[src/rtl/rsc_pkg.sv]
package rsc_pkg;

    // Fixed field widths
    localparam int CHAR_W      = 8;
    localparam int VALUE_W     = 32;
    localparam int CFG_DATA_W  = 64;
    localparam int CFG_INDEX_W = 3;
    localparam int SIZE_W      = 5;

    // Digit tables: 16 byte entries, low word then high word
    localparam int TABLE_DEPTH = 16;
    localparam int TABLE_IDX_W = 4;
    localparam int TABLE_W     = TABLE_DEPTH * CHAR_W;

    localparam int DEFAULT_MAX_BASE = 16;

    // Divider: quotient bits retired per cycle
    localparam int DIV_STEPS  = 4;
    localparam int DIV_CYCLES = VALUE_W / DIV_STEPS;
    localparam int STEP_W     = $clog2(DIV_CYCLES);

    // Digit stack holds one entry per possible output character
    localparam int STACK_DEPTH = VALUE_W;
    localparam int STACK_IDX_W = $clog2(STACK_DEPTH);

    // Register indexes
    typedef enum logic [CFG_INDEX_W-1:0] {
        CFG_SRC_DIGITS_LO = 3'd0,
        CFG_SRC_DIGITS_HI = 3'd1,
        CFG_SRC_BASE_SIZE = 3'd2,
        CFG_TGT_DIGITS_LO = 3'd3,
        CFG_TGT_DIGITS_HI = 3'd4,
        CFG_TGT_BASE_SIZE = 3'd5
    } cfg_index_t;

    // Controller to datapath
    typedef struct packed {
        logic acc_en;   // fold accepted digit into accumulator
        logic term;     // terminator taken: move value into divider
        logic div_step; // one divider step
        logic push;     // push remainder, restart divider
        logic pop;      // output beat taken
    } rsc_cmd_t;

    // Datapath to controller
    typedef struct packed {
        logic is_digit;
        logic div_last;
        logic quot_zero;
        logic stack_full;
        logic emit_last;
    } rsc_status_t;

    // Byte idx of a 16-entry character table
    function automatic logic [CHAR_W-1:0] table_byte(input logic [TABLE_W-1:0] tbl,
                                                     input logic [TABLE_IDX_W-1:0] idx);
        return tbl[idx*CHAR_W +: CHAR_W];
    endfunction

endpackage

[src/rtl/radix_string_converter.sv]
// Digit character: accepted while idle, one per cycle back to back.
// Terminator: accepted, then each output character takes a divider pass
// (at 4 quotient bits per cycle over the 32-bit value) and a stack push; then the
// n characters leave one beat per cycle as m_ready allows; input then reopens.
// Reset (aresetn, synchronous, active low) clears the accumulator and control
// state and sets both digit tables to zero and both base sizes to 2.
module radix_string_converter #(
    parameter int MAX_BASE = rsc_pkg::DEFAULT_MAX_BASE
) (
    input  logic                              aclk,
    input  logic                              aresetn,
    input  logic                              cfg_we,
    input  logic [rsc_pkg::CFG_INDEX_W-1:0]   cfg_index,
    input  logic [rsc_pkg::CFG_DATA_W-1:0]    cfg_wdata,
    input  logic                              s_valid,
    output logic                              s_ready,
    input  logic [rsc_pkg::CHAR_W-1:0]        s_in_char,
    output logic                              m_valid,
    input  logic                              m_ready,
    output logic [rsc_pkg::CHAR_W-1:0]        m_out_char,
    output logic                              m_last_char
);
    import rsc_pkg::*;

    localparam int RW = $clog2(MAX_BASE + 1);

    logic [TABLE_W-1:0] src_table, tgt_table;
    logic [RW-1:0]      src_radix, tgt_radix;
    rsc_cmd_t           cmd;
    rsc_status_t        status;

    rsc_cfg_regs #(.MAX_BASE(MAX_BASE)) u_cfg (
        .aclk      (aclk),
        .aresetn   (aresetn),
        .cfg_we    (cfg_we),
        .cfg_index (cfg_index),
        .cfg_wdata (cfg_wdata),
        .src_table (src_table),
        .src_radix (src_radix),
        .tgt_table (tgt_table),
        .tgt_radix (tgt_radix)
    );

    rsc_datapath #(.MAX_BASE(MAX_BASE)) u_dp (
        .aclk        (aclk),
        .aresetn     (aresetn),
        .s_in_char   (s_in_char),
        .src_table   (src_table),
        .src_radix   (src_radix),
        .tgt_table   (tgt_table),
        .tgt_radix   (tgt_radix),
        .cmd         (cmd),
        .status      (status),
        .m_out_char  (m_out_char),
        .m_last_char (m_last_char)
    );

    rsc_ctrl u_ctrl (
        .aclk    (aclk),
        .aresetn (aresetn),
        .s_valid (s_valid),
        .s_ready (s_ready),
        .m_valid (m_valid),
        .m_ready (m_ready),
        .status  (status),
        .cmd     (cmd)
    );

endmodule

[src/rtl/rsc_cfg_regs.sv]
module rsc_cfg_regs #(
    parameter int MAX_BASE = rsc_pkg::DEFAULT_MAX_BASE
) (
    input  logic                                   aclk,
    input  logic                                   aresetn,
    input  logic                                   cfg_we,
    input  logic [rsc_pkg::CFG_INDEX_W-1:0]        cfg_index,
    input  logic [rsc_pkg::CFG_DATA_W-1:0]         cfg_wdata,
    output logic [rsc_pkg::TABLE_W-1:0]            src_table,
    output logic [$clog2(MAX_BASE+1)-1:0]          src_radix,
    output logic [rsc_pkg::TABLE_W-1:0]            tgt_table,
    output logic [$clog2(MAX_BASE+1)-1:0]          tgt_radix
);
    import rsc_pkg::*;

    localparam int RW = $clog2(MAX_BASE + 1);
    localparam logic [SIZE_W-1:0] MAX_SIZE = SIZE_W'(MAX_BASE);
    localparam logic [SIZE_W-1:0] MIN_TGT  = SIZE_W'(2);

    logic [CFG_DATA_W-1:0] src_lo_reg, src_hi_reg, tgt_lo_reg, tgt_hi_reg;
    logic [SIZE_W-1:0]     src_size_reg, tgt_size_reg;
    logic [SIZE_W-1:0]     tgt_size_sat;

    // Register writes
    always_ff @(posedge aclk) begin
        if (!aresetn) begin
            src_lo_reg   <= '0;
            src_hi_reg   <= '0;
            src_size_reg <= SIZE_W'(2);
            tgt_lo_reg   <= '0;
            tgt_hi_reg   <= '0;
            tgt_size_reg <= SIZE_W'(2);
        end else if (cfg_we) begin
            case (cfg_index)
                CFG_SRC_DIGITS_LO: src_lo_reg   <= cfg_wdata;
                CFG_SRC_DIGITS_HI: src_hi_reg   <= cfg_wdata;
                CFG_SRC_BASE_SIZE: src_size_reg <= cfg_wdata[SIZE_W-1:0];
                CFG_TGT_DIGITS_LO: tgt_lo_reg   <= cfg_wdata;
                CFG_TGT_DIGITS_HI: tgt_hi_reg   <= cfg_wdata;
                CFG_TGT_BASE_SIZE: tgt_size_reg <= cfg_wdata[SIZE_W-1:0];
                default: ;
            endcase
        end
    end

    assign src_table = {src_hi_reg, src_lo_reg};
    assign tgt_table = {tgt_hi_reg, tgt_lo_reg};

    // Radix saturation: source may be 0 or 1, target at least 2
    assign src_radix = (src_size_reg > MAX_SIZE) ? RW'(MAX_SIZE) : RW'(src_size_reg);

    always_comb begin
        tgt_size_sat = tgt_size_reg;
        if (tgt_size_reg < MIN_TGT) begin
            tgt_size_sat = MIN_TGT;
        end else if (tgt_size_reg > MAX_SIZE) begin
            tgt_size_sat = MAX_SIZE;
        end
    end

    assign tgt_radix = RW'(tgt_size_sat);

endmodule

[src/rtl/rsc_datapath.sv]
module rsc_datapath #(
    parameter int MAX_BASE = rsc_pkg::DEFAULT_MAX_BASE
) (
    input  logic                                   aclk,
    input  logic                                   aresetn,
    input  logic [rsc_pkg::CHAR_W-1:0]             s_in_char,
    input  logic [rsc_pkg::TABLE_W-1:0]            src_table,
    input  logic [$clog2(MAX_BASE+1)-1:0]          src_radix,
    input  logic [rsc_pkg::TABLE_W-1:0]            tgt_table,
    input  logic [$clog2(MAX_BASE+1)-1:0]          tgt_radix,
    input  rsc_pkg::rsc_cmd_t                      cmd,
    output rsc_pkg::rsc_status_t                   status,
    output logic [rsc_pkg::CHAR_W-1:0]             m_out_char,
    output logic                                   m_last_char
);
    import rsc_pkg::*;

    localparam int RW = $clog2(MAX_BASE + 1);
    localparam int DW = $clog2(MAX_BASE);
    localparam logic [STEP_W-1:0] STEP_LAST = STEP_W'(DIV_CYCLES - 1);

    logic [VALUE_W-1:0]     acc_reg, acc_next;
    logic [VALUE_W-1:0]     q_reg, q_next;
    logic [DW-1:0]          rem_reg, rem_next;
    logic [STEP_W-1:0]      step_reg;
    logic [STACK_IDX_W-1:0] cnt_reg;
    logic [STACK_IDX_W-1:0] ptr_reg;
    logic [DW-1:0]          stack_reg [STACK_DEPTH];

    logic                   found;
    logic [DW-1:0]          digit;
    logic [DW:0]            tb_ext;
    logic [DW:0]            trial;
    logic [DW-1:0]          out_digit;

    // Source table search, lowest matching index wins
    always_comb begin
        found = 1'b0;
        digit = '0;
        for (int i = MAX_BASE - 1; i >= 0; i--) begin
            if ((s_in_char != '0) && (RW'(i) < src_radix) &&
                (table_byte(src_table, TABLE_IDX_W'(i)) == s_in_char)) begin
                found = 1'b1;
                digit = DW'(i);
            end
        end
    end

    // Multiply-add, wraps at 32 bits
    assign acc_next = VALUE_W'(acc_reg * src_radix) + VALUE_W'(digit);

    // Restoring division, DIV_STEPS quotient bits per cycle
    assign tb_ext = (DW + 1)'(tgt_radix);

    always_comb begin
        q_next   = q_reg;
        rem_next = rem_reg;
        trial    = '0;
        for (int k = 0; k < DIV_STEPS; k++) begin
            trial  = {rem_next, q_next[VALUE_W-1]};
            q_next = {q_next[VALUE_W-2:0], 1'b0};
            if (trial >= tb_ext) begin
                trial     = trial - tb_ext;
                q_next[0] = 1'b1;
            end
            rem_next = trial[DW-1:0];
        end
    end

    // Accumulator
    always_ff @(posedge aclk) begin
        if (!aresetn) begin
            acc_reg <= '0;
        end else if (cmd.acc_en) begin
            acc_reg <= acc_next;
        end else if (cmd.term) begin
            acc_reg <= '0;
        end
    end

    // Divider state and digit counters
    always_ff @(posedge aclk) begin
        if (!aresetn) begin
            step_reg <= '0;
            cnt_reg  <= '0;
            ptr_reg  <= '0;
        end else begin
            if (cmd.term || cmd.push) begin
                step_reg <= '0;
            end else if (cmd.div_step) begin
                step_reg <= step_reg + 1'b1;
            end
            if (cmd.term) begin
                cnt_reg <= '0;
            end else if (cmd.push) begin
                cnt_reg <= cnt_reg + 1'b1;
            end
            if (cmd.push) begin
                ptr_reg <= cnt_reg;
            end else if (cmd.pop) begin
                ptr_reg <= ptr_reg - 1'b1;
            end
        end
    end

    // Quotient/remainder and digit stack
    always_ff @(posedge aclk) begin
        if (cmd.term) begin
            q_reg <= acc_reg;
        end else if (cmd.div_step) begin
            q_reg <= q_next;
        end
        if (cmd.term || cmd.push) begin
            rem_reg <= '0;
        end else if (cmd.div_step) begin
            rem_reg <= rem_next;
        end
        if (cmd.push) begin
            stack_reg[cnt_reg] <= rem_reg;
        end
    end

    // Output character, most significant digit sits on top of the stack
    assign out_digit   = stack_reg[ptr_reg];
    assign m_out_char  = table_byte(tgt_table, TABLE_IDX_W'(out_digit));
    assign m_last_char = (ptr_reg == '0);

    // Status to controller
    assign status.is_digit   = found;
    assign status.div_last   = (step_reg == STEP_LAST);
    assign status.quot_zero  = (q_reg == '0);
    assign status.stack_full = (cnt_reg == '1);
    assign status.emit_last  = (ptr_reg == '0);

endmodule

[src/rtl/rsc_ctrl.sv]
module rsc_ctrl (
    input  logic                  aclk,
    input  logic                  aresetn,
    input  logic                  s_valid,
    output logic                  s_ready,
    output logic                  m_valid,
    input  logic                  m_ready,
    input  rsc_pkg::rsc_status_t  status,
    output rsc_pkg::rsc_cmd_t     cmd
);
    import rsc_pkg::*;

    typedef enum logic [1:0] {
        S_IDLE,
        S_DIV,
        S_PUSH,
        S_OUT
    } state_t;

    state_t state_reg, state_next;

    // Next state and commands
    always_comb begin
        state_next = state_reg;
        cmd        = '0;
        s_ready    = 1'b0;
        m_valid    = 1'b0;
        case (state_reg)
            S_IDLE: begin
                s_ready = 1'b1;
                if (s_valid) begin
                    if (status.is_digit) begin
                        cmd.acc_en = 1'b1;
                    end else begin
                        cmd.term   = 1'b1;
                        state_next = S_DIV;
                    end
                end
            end
            S_DIV: begin
                cmd.div_step = 1'b1;
                if (status.div_last) begin
                    state_next = S_PUSH;
                end
            end
            S_PUSH: begin
                cmd.push = 1'b1;
                if (status.quot_zero || status.stack_full) begin
                    state_next = S_OUT;
                end else begin
                    state_next = S_DIV;
                end
            end
            S_OUT: begin
                m_valid = 1'b1;
                if (m_ready) begin
                    cmd.pop = 1'b1;
                    if (status.emit_last) begin
                        state_next = S_IDLE;
                    end
                end
            end
            default: state_next = S_IDLE;
        endcase
    end

    always_ff @(posedge aclk) begin
        if (!aresetn) begin
            state_reg <= S_IDLE;
        end else begin
            state_reg <= state_next;
        end
    end

endmodule
[config.mk]
export PLATFORM = sky130hd
export DESIGN_NAME = radix_string_converter
export DESIGN_NICKNAME = d
export VERILOG_FILES = /design/src/rtl/rsc_pkg.sv /design/src/rtl/radix_string_converter.sv /design/src/rtl/rsc_cfg_regs.sv /design/src/rtl/rsc_datapath.sv /design/src/rtl/rsc_ctrl.sv
export SDC_FILE = /design/constraint.sdc
export NUM_CORES = 1
export LEC_CHECK = 0
export BUFFER_PORTS_ARGS = -buffer_cell sky130_fd_sc_hd__buf_2
export CAP_MARGIN = 10
export CELL_PAD_IN_SITES_DETAIL_PLACEMENT = 1
export CELL_PAD_IN_SITES_GLOBAL_PLACEMENT = 1
export CORE_MARGIN = 1
export CORE_UTILIZATION = 49
export DETAILED_ROUTE_END_ITERATION = 10
export PLACE_DENSITY = 0.83
export SETUP_SLACK_MARGIN = 0.15
export SLEW_MARGIN = 40
export SYNTH_ARGS = -nofsm -noshare
export SYNTH_HDL_FRONTEND = slang
export SYNTH_SLANG_ARGS = --single-unit
export TNS_END_PERCENT = 100
[constraint.sdc]
create_clock -name aclk -period 9.1 [get_ports aclk]
set_input_delay 0.455 -clock aclk [delete_from_list [all_inputs] [get_ports aclk]]
set_output_delay 0.455 -clock aclk [all_outputs]
set_load 0.005 [all_outputs]
==> impl_metrics.yaml, run 1 <==
status:
  status: "finished with violations"
  violations: "DRC"
yosys:
  synth_edf_count: 160
  async_flop_share: 0
  yosys-top-cells-area: "dfxtp_1, edfxtp_1, nand2_1, fa_1, a21oi_1"
  ys.flop_type: "dfxtp_1"
  ys_types: 71
  synth_top_area_cell: "dfxtp_1"
  synth-seq-cells: 482
  synth_top_area_share: 0.2447
  seq_area_frac_synth: 0.4271
  synth_area_um2: 26340
  synth_nets: 3067
  avgSynthCellArea_um2: 9.388
  yosys_warnings: 0
  syn_inst: 2806
timing:
  max_freq_ghz: 0.1351
  post-route-period-util: 0.8135
  hold_viol_final: 0
  slew_viol_final: 0
  clock_skew_ns: 0.01217
  worst_slack_ns: 1.697
  fin_tns_setup_ns: 0
  finalSetupViolations: 0
  period_needed_ns: 7.403
  hold_slack_ns: 0.1290
  grt_setup_unrepaired: "false"
  worstMarginPinSlew_ns: 0.8357
  slew_headroom: 0.4415
power:
  fin_total_pwr_mw: 6.044
  power_per_cell_area_nw_per_um2: 207.8
  seqPwrFrac: 0.407
  vdd_drop_max_mv: 0.1636
  leakagePower_nw: 11.17
  switchingPower_mw: 1.776
  pwr-share-comb: 0.210
  p_int_mw: 4.268
  clkPwrFrac: 0.383
  swShare: 0.2938
grt:
  antenna_found_initial: 9
  grt_max_degree: 140
  grt_overflow: 0
  grt_pass1_wl_um: 125200
  grt_pass1_vias: 22443
  gr-usage-all-layers: 0.2971
critical_path:
  reg2reg_slack_ns: 1.70
  critPathMaxFanout: 10
  crit_type: "flip-flop to flip-flop"
  worstSetupStartpointType: "flip-flop"
  reg2reg_from: "u_cfg.tgt_size_reg[4]$_SDFFE_PN0P_"
  cp.arrival_ns: 7.92
  path_delay_family: "compound AO/OA/AOI/OAI gates"
  reg2reg_to: "u_dp.rem_reg[1]$_SDFFE_PP0P_"
  worstRegToRegCells: 33
  end_kind: "flip-flop"
  cpMostUsedCell: "o21ai_0"
  slowest_delay_ns: 0.44
  crit_required_ns: 9.62
  slowest_stage: "o21ai_0"
  critPathBufInv: 3
placed_design:
  place_hpwl_um: 53870
  gp_congestion: 0.8714
  dp_cells: 3441
  post-place-ws_ns: 1.734
  io_buffers: 90
routing:
  vias: 20913
  drt-total-wl_um: 80790
  drc: 18
  first_pass_iters: 8
  drtIter0Drc: 1553
  vias_per_cell: 5.908
  ant_nets: 0
  wl_per_cell_um: 22.82
floorplanning:
  initial_core_util: 0.4983
  core_um2: 52870
  num_rows: 84
  die_w_um: 233.9
  io_pins: 91
  dieHeight_um: 233.9
  dieArea_um2: 54700
cells_and_area:
  area_growth_pct: 10.39
  finish.net_count: 3068
  final_common_cell: "nand2_1"
  largest_register_ffs: 128
  final_cell_mix: "nand2_1, a21oi_1, dfxtp_1"
  final_layout_size_suffix_gt1_frac: 0.1140
  instances_no_fill: 3540
clocking:
  cts_root_buf: "clkbuf_16"
  cts_tree: "built"
  clkTransAtPathRegs_ns: 0.06
  cts_sinks: 482
  numCtsBuffers: 52
  clock_path_buffers: 3
  htreeDepth: 2
  cts_hold_buf: 0
  cts_setup_buffers: 0
  clk_latency_ns: 0.61
  ctsResizeCount: 0
hold_path:
  hp-start: "cfg_wdata[35]"
  worstHoldPathCells: 3
  hold_path_end: "u_cfg.src_hi_reg[35]$_SDFFE_PN0P_"
  min_path_type: "primary input to flip-flop"
run:
  maxCapViolations: 0
-- cells in the mapped netlist (4+ instances only) --
| library cell | count |
|---|---|
| a2111oi_0 | 4 |
| a211oi_1 | 45 |
| a21o_1 | 11 |
| a21oi_1 | 355 |
| a22oi_1 | 22 |
| a31o_2 | 4 |
| a31oi_1 | 6 |
| and2_1 | 62 |
| and3_1 | 9 |
| buf_2 | 26 |
| buf_4 | 7 |
| buf_6 | 7 |
| clkbuf_1 | 125 |
| dfxtp_1 | 322 |
| edfxtp_1 | 160 |
| fa_1 | 90 |
| ha_1 | 91 |
| inv_1 | 90 |
| mux2_2 | 10 |
| mux2_4 | 28 |
| mux2i_1 | 47 |
| mux4_2 | 40 |
| nand2_1 | 693 |
| nand2b_1 | 10 |
| nand3_1 | 40 |
| nand3b_1 | 4 |
| nand4_1 | 27 |
| nor2_1 | 100 |
| nor2b_1 | 44 |
| nor3_1 | 21 |
| nor4_1 | 29 |
| o211ai_1 | 5 |
| o21a_1 | 4 |
| o21ai_0 | 31 |
| o21bai_1 | 4 |
| or2_2 | 5 |
| or3_1 | 8 |
| xnor2_1 | 104 |
| xor2_1 | 68 |
-- kinds of logic after synthesis --
logic type,count (synthesis),share of synthesized area
flip-flops,482,0.4271
AND/OR/NAND/NOR,1070,0.1783
XOR/XNOR,172,0.05718
AO/OA/AOI/OAI,514,0.1112
buffers and inverters,260,0.04132
multiplexers,127,0.07333
adder cells (fa/ha/maj),181,0.1116
-- worst max path at each step --
stage	startpoint	to	cells after the start
finish	u_cfg.tgt_size_reg[4]$_SDFFE_PN0P_	u_dp.rem_reg[1]$_SDFFE_PP0P_	33
detailed placement	u_cfg.tgt_size_reg[4]$_SDFFE_PN0P_	u_dp.rem_reg[1]$_SDFFE_PP0P_	34
global placement	u_cfg.tgt_size_reg[4]$_SDFFE_PN0P_	u_dp.rem_reg[1]$_SDFFE_PP0P_	34
global route	u_cfg.tgt_size_reg[4]$_SDFFE_PN0P_	u_dp.rem_reg[1]$_SDFFE_PP0P_	33
CTS	u_cfg.tgt_size_reg[4]$_SDFFE_PN0P_	u_dp.rem_reg[1]$_SDFFE_PP0P_	34
floorplan	u_cfg.tgt_size_reg[2]$_SDFFE_PN0P_	u_dp.rem_reg[1]$_SDFFE_PP0P_	35
-- through the flow --
| step | utilization | cell area, um^2 |
|---|---|---|
| detailed placement | 0.5142 | 27180 |
| global route | 0.5500 | 29080 |
| global placement | 0.5139 | 27170 |
| CTS | 0.5498 | 29070 |
| floorplan | - | 26340 |
| finish | 0.5501 | 29080 |
-- per-layer routing --
layer,routed length (um),share of wire,vias up,GRT usage
met5,118,0.0015,-,0
met1,33980,0.42,10603,0.3816
li1,-,-,9578,-
met3,4967,0.061,174,0.05496
met2,39350,0.49,540,0.4990
met4,2380,0.029,18,0.1082
-- power groups by stage --
stage / logic (mW) / clock network (mW) / registers [mW]
floorplan: 0.939 / 0 / 2.48
global placement: 1.21 / 0 / 2.49
detailed placement: 1.26 / 0 / 2.50
CTS: 1.27 / 2.34 / 2.46
global route: 1.43 / 2.42 / 2.47
finish: 1.27 / 2.31 / 2.46
-- final cells by class --
type | instances | area (um^2)
Inverter | 91 | 354.1
Clock buffer | 71 | 1535
Antenna cell | 1 | 2.502
Sequential cell | 482 | 11250
Clock inverter | 27 | 347.8
Fill cell | 5914 | 23790
Multi-Input combinational cell | 2064 | 14070
Tap cell | 688 | 860.8
Timing Repair Buffer | 116 | 653.1
-- worst register-to-register path: cells and delay by family, from the launching register on --
kind            cells  cell delay, ns
simple gates        7            1.34
flops               1            0.31
compound gates     17            3.22
buf+inv             3            0.54
mux                 2            0.66
fa+ha+maj           4            1.27
Power figures use the tool's default switching activity.
==> run 2: changes to the inputs <==
--- a/config.mk
+++ b/config.mk
@@ -10,9 +10,9 @@
 export CELL_PAD_IN_SITES_DETAIL_PLACEMENT = 1
 export CELL_PAD_IN_SITES_GLOBAL_PLACEMENT = 1
 export CORE_MARGIN = 1
-export CORE_UTILIZATION = 49
+export CORE_UTILIZATION = 44
 export DETAILED_ROUTE_END_ITERATION = 10
-export PLACE_DENSITY = 0.83
+export PLACE_DENSITY = 0.79
 export SETUP_SLACK_MARGIN = 0.15
 export SLEW_MARGIN = 40
 export SYNTH_ARGS = -nofsm -noshare
==> constraint.sdc (replaced) <==
create_clock -name aclk -period 6.1 [get_ports aclk]
set_input_delay 0.305 -clock aclk [delete_from_list [all_inputs] [get_ports aclk]]
set_output_delay 0.305 -clock aclk [all_outputs]
set_load 0.005 [all_outputs]
==> run 2 against run 1 <==
The flow still finishes with violations (DRC). Cell count grew 5.1%. Largest power group unchanged. Critical path depth stayed put. Clock skew increased by 0.022 ns. Count of clock-buffer cells in the layout is 11 higher. Register-to-register slack lost 1.4 ns. Critical path type unchanged.
==> impl_metrics.yaml, run 2 (same netlist as run 1, synthesis figures left out) <==
placed_design:
  io_buffers: 90
  gp_congestion: 0.8654
  post-place-ws_ns: -0.3105
  place_hpwl_um: 56730
power:
  p_int_mw: 7.118
  vdd_drop_max_mv: 0.4156
  leakagePower_nw: 11.67
  swShare: 0.3114
  clkPwrFrac: 0.309
  pwr-share-comb: 0.342
  power_per_cell_area_nw_per_um2: 340.9
  switchingPower_mw: 3.219
  fin_total_pwr_mw: 10.34
  seqPwrFrac: 0.349
floorplanning:
  initial_core_util: 0.4455
  dieHeight_um: 246.7
  num_rows: 89
  io_pins: 91
  core_um2: 59130
  die_w_um: 246.7
  dieArea_um2: 60860
timing:
  hold_viol_final: 0
  slew_viol_final: 0
  slew_headroom: 0.4200
  finalSetupViolations: 0
  hold_slack_ns: 0.01953
  post-route-period-util: 0.9492
  worstMarginPinSlew_ns: 0.8668
  max_freq_ghz: 0.1727
  clock_skew_ns: 0.03430
  period_needed_ns: 5.790
  grt_setup_unrepaired: "false"
  worst_slack_ns: 0.3098
critical_path:
  crit_type: "flip-flop to flip-flop"
  slowest_delay_ns: 0.41
  cp.arrival_ns: 6.31
  slowest_stage: "or3_4"
  worstSetupStartpointType: "flip-flop"
  worstRegToRegCells: 33
  critPathMaxFanout: 7
  end_kind: "flip-flop"
  reg2reg_from: "u_cfg.tgt_size_reg[3]$_SDFFE_PN0P_"
  crit_required_ns: 6.62
  cp-startpoint: "u_cfg.tgt_size_reg[3]$_SDFFE_PN0P_"
cells_and_area:
  area_growth_pct: 15.12
  largest_register_ffs: 128
  final_layout_size_suffix_gt1_frac: 0.1472
  final_common_cell: "nand2_1"
  finish.net_count: 3168
  final_cell_mix: "nand2_1, a21oi_1, dfxtp_1"
routing:
  drc: 36
  ant_nets: 0
  first_pass_iters: 8
  vias_per_cell: 5.765
  vias: 21459
  drtIter0Drc: 1438
  drt-total-wl_um: 83420
  wl_per_cell_um: 22.41
clocking:
  cts_root_buf: "clkbuf_16"
  clock_path_buffers: 3
  cts_tree: "built"
  clkTransAtPathRegs_ns: 0.06
  clk_latency_ns: 0.63
  numCtsBuffers: 51
  cts_sinks: 482
  htreeDepth: 2
grt:
  grt_max_degree: 130
  grt_pass1_wl_um: 128000
  gr-usage-all-layers: 0.2710
  grt_overflow: 0
  grt_pass1_vias: 22889
  antenna_found_initial: 6
hold_path:
  min_path_type: "primary input to flip-flop"
  worstHoldPathCells: 3
  hp-start: "cfg_wdata[34]"
status:
  violations: "DRC"
  status: "finished with violations"
run:
  maxCapViolations: 0
[run 2: changes by cell type in the layout (fill, tap and decap cells not counted), sizes merged]
cell         previous run  this run
buf                   116       183
dlygate4sd3             0        34
clkbuf                 71        82
clkinv                 13         8
bufinv                  6         2
clkinvlp                5         1
inv                    94        92
[run 2: path summary, 6_finish.rpt]
path	to	slack, ns
min	u_cfg.tgt_lo_reg[34]$_SDFFE_PN0P_	0.02
min reg2reg	u_cfg.tgt_lo_reg[29]$_SDFFE_PN0P_	0.45
max	u_dp.rem_reg[1]$_SDFFE_PP0P_	0.31
max reg2reg	u_dp.rem_reg[1]$_SDFFE_PP0P_	0.31
[run 2: power by group through the flow]
stage,Combinational [mW],Sequential [mW],Clock (mW)
after floorplan,1.48,3.70,0
after global placement,2.25,3.67,0
after detailed placement,2.38,3.67,0
after CTS,2.77,3.61,3.23
after global routing,3.77,3.61,3.36
final,3.53,3.61,3.19
[run 2: cell type report]
| cell class | count | area [um^2] |
|---|---|---|
| Clock buffer | 82 | 1575 |
| Fill cell | 6588 | 28800 |
| Tap cell | 773 | 967.2 |
| Inverter | 91 | 351.6 |
| Sequential cell | 482 | 11270 |
| Multi-Input combinational cell | 2064 | 14420 |
| Timing Repair Buffer | 217 | 1585 |
| Clock inverter | 12 | 156.4 |
| Antenna cell | 1 | 2.502 |
[run 2: critical path: cells and delay by family (launching register included)]
kind	cells	cell delay, ns
muxes	1	0.31
AOI/OAI and AO/OA	16	2.42
DFF	1	0.37
and+or+nand+nor	10	1.32
buffers and inverters	2	0.19
adders and majority gates	4	1.07
[run 2: metrics by stage]
| step | std cells | util | area (um^2) | TNS [ns] |
|---|---|---|---|---|
| 3_5_place_dp | 3576 | 0.4697 | 27770 | -1.239 |
| 2_1_floorplan | 2806 | - | 26390 | 0 |
| 3_3_place_gp | 3573 | 0.4687 | 27710 | 0 |
| 6_report | 3722 | 0.5129 | 30330 | 0 |
| 4_1_cts | 3714 | 0.5076 | 30020 | 0 |
| 5_1_grt | 3721 | 0.5129 | 30330 | 0 |
[run 2: layer usage]
layer	track usage	vias to the layer above	wire length, um
met2	0.4624	552	40930
met1	0.3503	10978	35420
met5	0	-	88
met3	0.04569	146	4823
li1	-	9771	-
met4	0.08188	12	2158
[run 2: repair_timing]
| action | CTS | global route |
|---|---|---|
| pin swaps | 19 | 29 |
| endpoints found under the hold margin | 93 | 0 |
| setup buffers | 10 | 7 |
| endpoints found under the setup margin | 8 | 12 |
| gates resized for setup | 32 | 57 |
| hold buffers | 34 | 0 |
